[config.mk]
export PLATFORM = sky130hd
export DESIGN_NAME = word_substring_matcher
export DESIGN_NICKNAME = d
export VERILOG_FILES = /design/src/rtl/wsm_pkg.sv /design/src/rtl/wsm_match.sv /design/src/rtl/word_substring_matcher.sv
export SDC_FILE = /design/constraint.sdc
export NUM_CORES = 1
export LEC_CHECK = 0
export BUFFER_PORTS_ARGS = -buffer_cell sky130_fd_sc_hd__buf_2
export CORE_MARGIN = 2
export CORE_UTILIZATION = 55
export CTS_BUF_LIST = sky130_fd_sc_hd__clkbuf_16
export CTS_CLUSTER_DIAMETER = 120
export DETAILED_ROUTE_END_ITERATION = 6
export GPL_TIMING_DRIVEN = 0
export HOLD_SLACK_MARGIN = 0.05
export PLACE_DENSITY_LB_ADDON = 0.1
export SLEW_MARGIN = 20
export SYNTH_ARGS = -nofsm -noshare
export SYNTH_HDL_FRONTEND = slang
export SYNTH_HIERARCHICAL = 1
export SYNTH_SLANG_ARGS = --single-unit
[constraint.sdc]
create_clock -name clk -period 10.7 [get_ports clk]
set_clock_uncertainty 0.2 [all_clocks]
set_input_delay 2.14 -clock clk [delete_from_list [all_inputs] [get_ports clk]]
set_output_delay 2.14 -clock clk [all_outputs]
set_load 0.01 [all_outputs]
[src/rtl/wsm_pkg.sv]
// Package for the word substring matcher: defaults, character codes,
// configuration register indexes and the match flag struct.
// No dependencies.
`timescale 1ns / 1ps

package wsm_pkg;

	localparam int PATTERN_BYTES_DEF = 8;
	localparam int COUNT_BITS_DEF    = 32;

	localparam int CFG_DATA_W  = 64;
	localparam int CFG_LEN_W   = 4;
	localparam int FIELD_W     = 16;
	localparam int TOTAL_W     = 32;
	localparam int OUT_TDATA_W = 152;

	localparam logic [7:0] CHAR_TAB   = 8'h09;
	localparam logic [7:0] CHAR_NL    = 8'h0A;
	localparam logic [7:0] CHAR_CR    = 8'h0D;
	localparam logic [7:0] CHAR_SPACE = 8'h20;

	typedef enum logic [0:0] {
		CFG_PATTERN_BYTES  = 1'b0,
		CFG_PATTERN_LENGTH = 1'b1
	} cfg_reg_t;

	typedef struct packed {
		logic fwd;
		logic rev;
	} match_t;

endpackage

[src/rtl/wsm_match.sv]
// Window compare: checks the newest bytes of the character window against
// the pattern, forward and reversed. Depends on wsm_pkg.
`timescale 1ns / 1ps

module wsm_match import wsm_pkg::*; #(
	parameter int PATTERN_BYTES = PATTERN_BYTES_DEF
) (
	input  logic [PATTERN_BYTES*8-1:0]         window,
	input  logic [PATTERN_BYTES*8-1:0]         pattern,
	input  logic [$clog2(PATTERN_BYTES+1)-1:0] len,
	output match_t                             match
);

	// window byte j is the j-th newest character of the word
	always_comb begin
		match.fwd = 1'b1;
		match.rev = 1'b1;
		for (int j = 0; j < PATTERN_BYTES; j++) begin
			for (int k = 0; k < PATTERN_BYTES; k++) begin
				if (window[j*8 +: 8] != pattern[k*8 +: 8]) begin
					// forward: the last pattern character sits in the newest byte
					if (j < len && j + k + 1 == len)
						match.fwd = 1'b0;
					if (j < len && j == k)
						match.rev = 1'b0;
				end
			end
		end
	end

endmodule

[src/rtl/word_substring_matcher.sv]
// Top level of the word substring matcher: input register, word state,
// result register and configuration. Depends on wsm_pkg and wsm_match.
`timescale 1ns / 1ps

// Channel   | Direction | Handshake          | Contents
// s_*       | in        | s_tvalid/s_tready  | text_char in tdata, end_of_text on tlast
// m_*       | out       | m_tvalid/m_tready  | word report in tdata, word_valid on tuser,
//           |           |                    | is_final on tlast
// cfg_*     | in        | cfg_we             | pattern_bytes (0), pattern_length (1)
//
// One item per cycle sustained while the result side is not stalled; an item passes
// through the input register, then through the window compare into the
// result register. Reset clears the word state, the totals and the pattern.
// A stalled result holds the input register, which then stalls the input side.

module word_substring_matcher import wsm_pkg::*; #(
	parameter int PATTERN_BYTES = PATTERN_BYTES_DEF,
	parameter int COUNT_BITS    = COUNT_BITS_DEF
) (
	input  logic                   clk,
	input  logic                   arst_n,
	input  logic                   s_tvalid,
	output logic                   s_tready,
	input  logic [7:0]             s_tdata,  // [7:0] text_char
	input  logic                   s_tlast,
	output logic                   m_tvalid,
	input  logic                   m_tready,
	// [15:0] line_number, [31:16] word_index, [47:32] word_length,
	// [48] begins_with, [49] has_pattern, [50] has_reversed,
	// [82:51] total_begins, [114:83] total_contains, [146:115] total_reversed,
	// [151:147] zero
	output logic [OUT_TDATA_W-1:0] m_tdata,
	output logic                   m_tuser,  // [0] word_valid
	output logic                   m_tlast,
	input  logic                   cfg_we,
	input  logic [0:0]             cfg_index,
	input  logic [CFG_DATA_W-1:0]  cfg_data
);

	localparam int WIN_W = PATTERN_BYTES * 8;
	localparam int LEN_W = $clog2(PATTERN_BYTES + 1);

	// configuration
	logic [WIN_W-1:0] pattern_q;
	logic [LEN_W-1:0] len_q;

	// input register
	logic       valid_s1;
	logic [7:0] char_s1;
	logic       last_s1;

	// word state
	logic [WIN_W-1:0]      window_q;
	logic [FIELD_W-1:0]    chars_q;
	logic [FIELD_W-1:0]    line_q;
	logic [FIELD_W-1:0]    index_q;
	logic [2:0]            flags_q;
	logic [COUNT_BITS-1:0] cnt_beg_q, cnt_con_q, cnt_rev_q;

	// result register
	logic m_tvalid_q;

	logic s_acc, adv;
	logic is_ws, is_nl, close, emit;
	logic [WIN_W-1:0]      win_shift, win_nx;
	logic [FIELD_W-1:0]    chars_nx, line_inc, line_nx, index_inc, index_nx;
	logic [FIELD_W-1:0]    r_line, r_index, r_len;
	logic [2:0]            flags_nx, r_flags;
	logic [COUNT_BITS-1:0] beg_nx, con_nx, rev_nx;
	logic [CFG_LEN_W-1:0]  cfg_len;
	match_t                match;

	assign s_acc    = s_tvalid && s_tready;
	assign adv      = valid_s1 && (!m_tvalid_q || m_tready);
	assign s_tready = !valid_s1 || adv;
	assign m_tvalid = m_tvalid_q;

	// configuration writes; clamp the length to the pattern storage
	assign cfg_len = cfg_data[CFG_LEN_W-1:0];

	always_ff @(posedge clk or negedge arst_n) begin
		if (!arst_n) begin
			pattern_q <= '0;
			len_q     <= '0;
		end else if (cfg_we) begin
			case (cfg_reg_t'(cfg_index))
				CFG_PATTERN_BYTES:  pattern_q <= cfg_data[WIN_W-1:0];
				CFG_PATTERN_LENGTH: begin
					if (int'(cfg_len) > PATTERN_BYTES)
						len_q <= LEN_W'(PATTERN_BYTES);
					else
						len_q <= LEN_W'(cfg_len);
				end
				default: ;
			endcase
		end
	end

	// input register
	always_ff @(posedge clk or negedge arst_n) begin
		if (!arst_n)
			valid_s1 <= 1'b0;
		else if (s_acc)
			valid_s1 <= 1'b1;
		else if (adv)
			valid_s1 <= 1'b0;
	end

	always_ff @(posedge clk) begin
		if (s_acc) begin
			char_s1 <= s_tdata;
			last_s1 <= s_tlast;
		end
	end

	assign win_shift = WIN_W'({window_q, char_s1});

	wsm_match #(
		.PATTERN_BYTES(PATTERN_BYTES)
	) u_match (
		.window (win_shift),
		.pattern(pattern_q),
		.len    (len_q),
		.match  (match)
	);

	always_comb begin
		is_ws = (char_s1 == CHAR_SPACE) || (char_s1 >= CHAR_TAB && char_s1 <= CHAR_CR);
		is_nl = (char_s1 == CHAR_NL);

		// add a non-whitespace character to the word
		win_nx   = is_ws ? window_q : win_shift;
		chars_nx = chars_q;
		flags_nx = flags_q;
		if (!is_ws) begin
			if (chars_q != '1)
				chars_nx = chars_q + FIELD_W'(1);
			if (len_q != '0 && chars_nx >= FIELD_W'(len_q))
				flags_nx = flags_q | {match.rev, match.fwd,
					match.fwd && chars_nx == FIELD_W'(len_q)};
		end

		close   = (is_ws || last_s1) && chars_nx != '0;
		emit    = close || last_s1;
		r_flags = (len_q == '0) ? 3'b111 : flags_nx;

		beg_nx = cnt_beg_q;
		con_nx = cnt_con_q;
		rev_nx = cnt_rev_q;
		if (close && r_flags[0] && cnt_beg_q != '1)
			beg_nx = cnt_beg_q + COUNT_BITS'(1);
		if (close && r_flags[1] && cnt_con_q != '1)
			con_nx = cnt_con_q + COUNT_BITS'(1);
		if (close && r_flags[2] && cnt_rev_q != '1)
			rev_nx = cnt_rev_q + COUNT_BITS'(1);

		line_inc  = (line_q == '1) ? line_q : line_q + FIELD_W'(1);
		index_inc = (index_q == '1) ? index_q : index_q + FIELD_W'(1);

		// newline closes the word on the current line, then advances
		line_nx  = is_nl ? line_inc : line_q;
		index_nx = is_nl ? '0 : (close ? index_inc : index_q);

		r_line  = close ? line_q : line_nx;
		r_index = close ? index_q : index_nx;
		r_len   = close ? chars_nx : '0;
	end

	// word state; the final item returns it to reset values
	always_ff @(posedge clk or negedge arst_n) begin
		if (!arst_n) begin
			window_q  <= '0;
			chars_q   <= '0;
			line_q    <= FIELD_W'(1);
			index_q   <= '0;
			flags_q   <= '0;
			cnt_beg_q <= '0;
			cnt_con_q <= '0;
			cnt_rev_q <= '0;
		end else if (adv) begin
			if (last_s1) begin
				window_q  <= '0;
				chars_q   <= '0;
				line_q    <= FIELD_W'(1);
				index_q   <= '0;
				flags_q   <= '0;
				cnt_beg_q <= '0;
				cnt_con_q <= '0;
				cnt_rev_q <= '0;
			end else begin
				window_q  <= close ? '0 : win_nx;
				chars_q   <= close ? '0 : chars_nx;
				flags_q   <= close ? '0 : flags_nx;
				line_q    <= line_nx;
				index_q   <= index_nx;
				cnt_beg_q <= beg_nx;
				cnt_con_q <= con_nx;
				cnt_rev_q <= rev_nx;
			end
		end
	end

	// result register
	always_ff @(posedge clk or negedge arst_n) begin
		if (!arst_n)
			m_tvalid_q <= 1'b0;
		else if (adv && emit)
			m_tvalid_q <= 1'b1;
		else if (m_tready)
			m_tvalid_q <= 1'b0;
	end

	always_ff @(posedge clk) begin
		if (adv && emit) begin
			m_tdata <= {5'b0, TOTAL_W'(rev_nx), TOTAL_W'(con_nx), TOTAL_W'(beg_nx),
				close ? r_flags : 3'b000, r_len, r_index, r_line};
			m_tuser <= close;
			m_tlast <= last_s1;
		end
	end

`ifndef SYNTH
	// a report without a word only comes from the end of text
	a_bare_is_final: assert property (@(posedge clk) disable iff (!arst_n)
		m_tvalid && !m_tuser |-> m_tlast && m_tdata[50:32] == '0)
		else $error("bare result without end of text or with nonzero length/flags");

	// the end of text leaves the word state at its reset values
	a_final_clears: assert property (@(posedge clk) disable iff (!arst_n)
		adv && last_s1 |=> line_q == FIELD_W'(1) && chars_q == '0 && index_q == '0)
		else $error("word state not cleared after end of text");

	// a result is loaded only while the result register is free or draining
	a_no_overwrite: assert property (@(posedge clk) disable iff (!arst_n)
		adv && emit |-> !m_tvalid_q || m_tready)
		else $error("result register overwritten while stalled");
`endif

endmodule

==> results.json <==
{
  "drv_slew": 0,
  "vias": 26243,
  "synth_top_cell_area_share_pct": 24.1,
  "hpwl_um": 78800,
  "clkLatencyLatePin_ns": 0.60,
  "final_cell_mix": "xnor2_1 (450), buf_2 (346), dfrtp_1 (272)",
  "grt_max_degree": 92,
  "whs_endpoint": "m_tlast",
  "synth_edf_count": 158,
  "routabilityCongestion": 1.06,
  "slowest_stage": "nor3_1",
  "fin_ws_ns": 4.15,
  "cpLargestDelayFamily": "simple AND/OR/NAND/NOR gates",
  "design_area_mm2": 0.0320,
  "preCtsSetupSlack_ns": 4.49,
  "min_path_cells": 0,
  "max_slew.worst_pin.slew_ns": 1.18,
  "drt-initial-drc-count": 3819,
  "cts_resized": 0,
  "fp.dieH_um": 231,
  "drive_gt1_share_pct": 17.4,
  "rsz0062_at_grt": "false",
  "worstPathRequired_ns": 10.94,
  "maxCapViolCount": 0,
  "grt_pass1_vias": 24864,
  "synthAdderAreaFrac_pct": 0.443,
  "synth-seq-area-share_pct": 41.0,
  "core_mm2": 0.0511,
  "hp-start": "last_s1",
  "r2r_start": "window_q[41]",
  "cts_setup_buffers": 0,
  "crit_path_start": "window_q[41]",
  "crit_buf_inv": 3,
  "h-tree-depth": 2,
  "antenna_left": 0,
  "ctsRootBufferMaster": "clkbuf_16",
  "antenna_found_initial": 1,
  "nets": 3299,
  "numCtsBuffers": 47,
  "cts.sinks": 431,
  "finalSetupViolations": 0,
  "ff2ff_setup_slack_ns": 4.15,
  "cpPeakStageDelay_ns": 0.72,
  "fillers": 4287,
  "r2r_cells": 15,
  "cp.depth": 15,
  "maxSlewHeadroom_pct": 21.0,
  "initial_core_util_pct": 55.3,
  "critPathLaunchType": "flip-flop",
  "avgSynthCellArea_um2": 9.68,
  "irDropWorstVdd_uv": 199,
  "drc": 2,
  "dieArea_mm2": 0.0532,
  "die_w_um": 231,
  "synthCells": 2919,
  "setup_tns_ns": 0,
  "synthDistinctLibCells": 84,
  "grt_pass1_wl_um": 162000,
  "timing.final.crit_period_ns": 6.55,
  "ctsHoldBuffers": 0,
  "path_cells": "clkbuf_1, xor2_1, nor4_1, a21oi_1, or4_1, nor4_1, and4_1, nand4_1, nor4_1, nor3_2, nor3_1, clkbuf_1, clkbuf_1, nand4b_1, o311ai_0",
  "seq_area_mm2": 0.0116,
  "r2r-end": "cnt_beg_q[11]",
  "path_class": "flip-flop to flip-flop",
  "period_share_pct": 61.2,
  "num_rows": 83,
  "placed_area_mm2": 0.0305,
  "cts.clk_slew.worst_paths_ns": 0.07,
  "clk_path_buf_depth": 3,
  "num_io_pins": 235,
  "synth_top_family_by_area": "simple AND/OR/NAND/NOR gates",
  "hold_slack_ns": 0.282,
  "async_flop_share_pct": 63.3,
  "end_kind": "flip-flop",
  "yosysWarningCount": 6,
  "multiInputGateArea_mm2": 0.0150,
  "overflow": 0,
  "dp.cells": 3841,
  "synth_seq_cells": 431,
  "syn2layout_area_growth_pct": 13.3,
  "synthSimpleGateAreaFrac_pct": 19.6,
  "fin_cells": 3930,
  "hp-class": "flip-flop to flip-flop",
  "grt_usage_pct": 41.1,
  "pwr_density_cell_mw_per_mm2": 186,
  "synthFlopType": "dfrtp_1",
  "synth_compound_area_share_pct": 10.1,
  "final_common_cell": "xnor2_1",
  "wl_per_cell_um": 28.4,
  "routed_wl_um": 112000,
  "drt-vias-per-instance": 6.68,
  "p_leak_uw": 0.0126,
  "synth_area_leaders": "dfrtp_1 (24%), edfxtp_1 (17%), xnor2_1 (14%)",
  "synth.cell_area_mm2": 0.0282,
  "status": "finished with violations",
  "port_buffers": 229,
  "first_pass_iters": 7,
  "synth_top_cell_by_area": "dfrtp_1",
  "violations": "DRC",
  "cp.arrival_ns": 6.79,
  "tritoncts": "done",
  "cp_max_fo": 10,
  "hold_viol_final": 0,
  "synth-xor-area-share_pct": 19.4,
  "muxShareOfSynthArea_pct": 3.25,
  "fmax_mhz": 153
}
[per-stage QoR]
stage	utilization, %	total power (uW)
2_1_floorplan	-	3570
3_3_place_gp	59.2	4220
3_5_place_dp	59.7	4270
4_1_cts	62.6	5870
5_1_grt	62.6	6150
6_report	62.6	5940
[worst register-to-register path, cell delays in order, from the launching register on]
cell	delay, ns
dfrtp_1	0.38
clkbuf_1	0.68
xor2_1	0.17
nor4_1	0.40
a21oi_1	0.22
or4_1	0.61
nor4_1	0.52
and4_1	0.41
nand4_1	0.12
nor4_1	0.51
nor3_2	0.24
nor3_1	0.73
clkbuf_1	0.43
clkbuf_1	0.47
nand4b_1	0.15
o311ai_0	0.16
[per-layer routing]
layer | GRT usage, % | vias up | share of wire [%]
met5 | 0 | - | 0
li1 | - | 11073 | -
met4 | 20.5 | 0 | 5.5
met1 | 55.5 | 12835 | 39
met3 | 11.3 | 394 | 13
met2 | 61.0 | 1941 | 43
[cell type report]
cell class                 count  share of cell area, %
timing repair buffer         238                   4.22
inverter                      71                  0.833
tap                          680                   2.66
buffer                       291                   4.63
multi-input combinational   2130                   46.8
clock inverter                37                  0.719
clock buffer                  51                   3.99
antenna                        1                0.00782
sequential                   431                   36.2
[cells by family (layout without fill, tap and decap cells)]
kind of cell             after synthesis  count (layout)
AO/OA/AOI/OAI                        368             368
flip-flops                           431             431
AND/OR/NAND/NOR                     1038            1038
adder cells (fa/ha/maj)               10              10
other                                  1               6
buffers and inverters                362             688
XOR/XNOR                             626             626
multiplexers                          83              83
[sequential cells by signal, indices dropped and copies added (netlist names)]
signal / cells
m_tlast: 1
len_q: 4
window_q: 56
line_q: 16
cnt_beg_q: 32
cnt_rev_q: 32
m_tuser: 1
cnt_con_q: 32
last_s1: 1
chars_q: 16
flags_q: 3
pattern_q: 64
char_s1: 8
valid_s1: 1
m_tvalid: 1
index_q: 16
m_tdata: 147
[how the worst max path moves through the flow]
stage	end	slack, ns
after floorplan	m_tdata[0]	0.60
after global placement	m_tdata[19]	-2.97
after detailed placement	cnt_beg_q[14]	4.49
after CTS	cnt_beg_q[11]	4.40
after global routing	cnt_beg_q[11]	4.02
final	cnt_beg_q[11]	4.15
[Yosys cell counts, types with 11 or more instances]
master,instances
xnor2_1,450
nor2_1,124
a31oi_1,17
dfrtp_1,272
mux2_2,69
o311ai_1,14
a22o_1,60
buf_2,117
and4_1,17
nor2b_1,39
xor2_1,175
a21oi_1,45
buf_6,12
clkbuf_1,125
mux2i_1,14
o21ai_0,51
inv_1,70
o311ai_0,39
a221o_1,20
buf_4,25
nor4_1,88
nor3_1,123
and3_1,77
nand3_1,105
a311o_1,11
nand2_1,197
nand4_1,159
edfxtp_1,158
and2_1,16
or3_1,27
o211ai_1,12
or4_1,17
[report_power, final]
part	switching, uW	leakage (uW)	total (uW)	internal [uW]
sequential	247	0.00509	2280	2040
clock	694	0.000798	1600	906
combinational	1330	0.00668	2060	729
(Power assumes the default switching activity.)
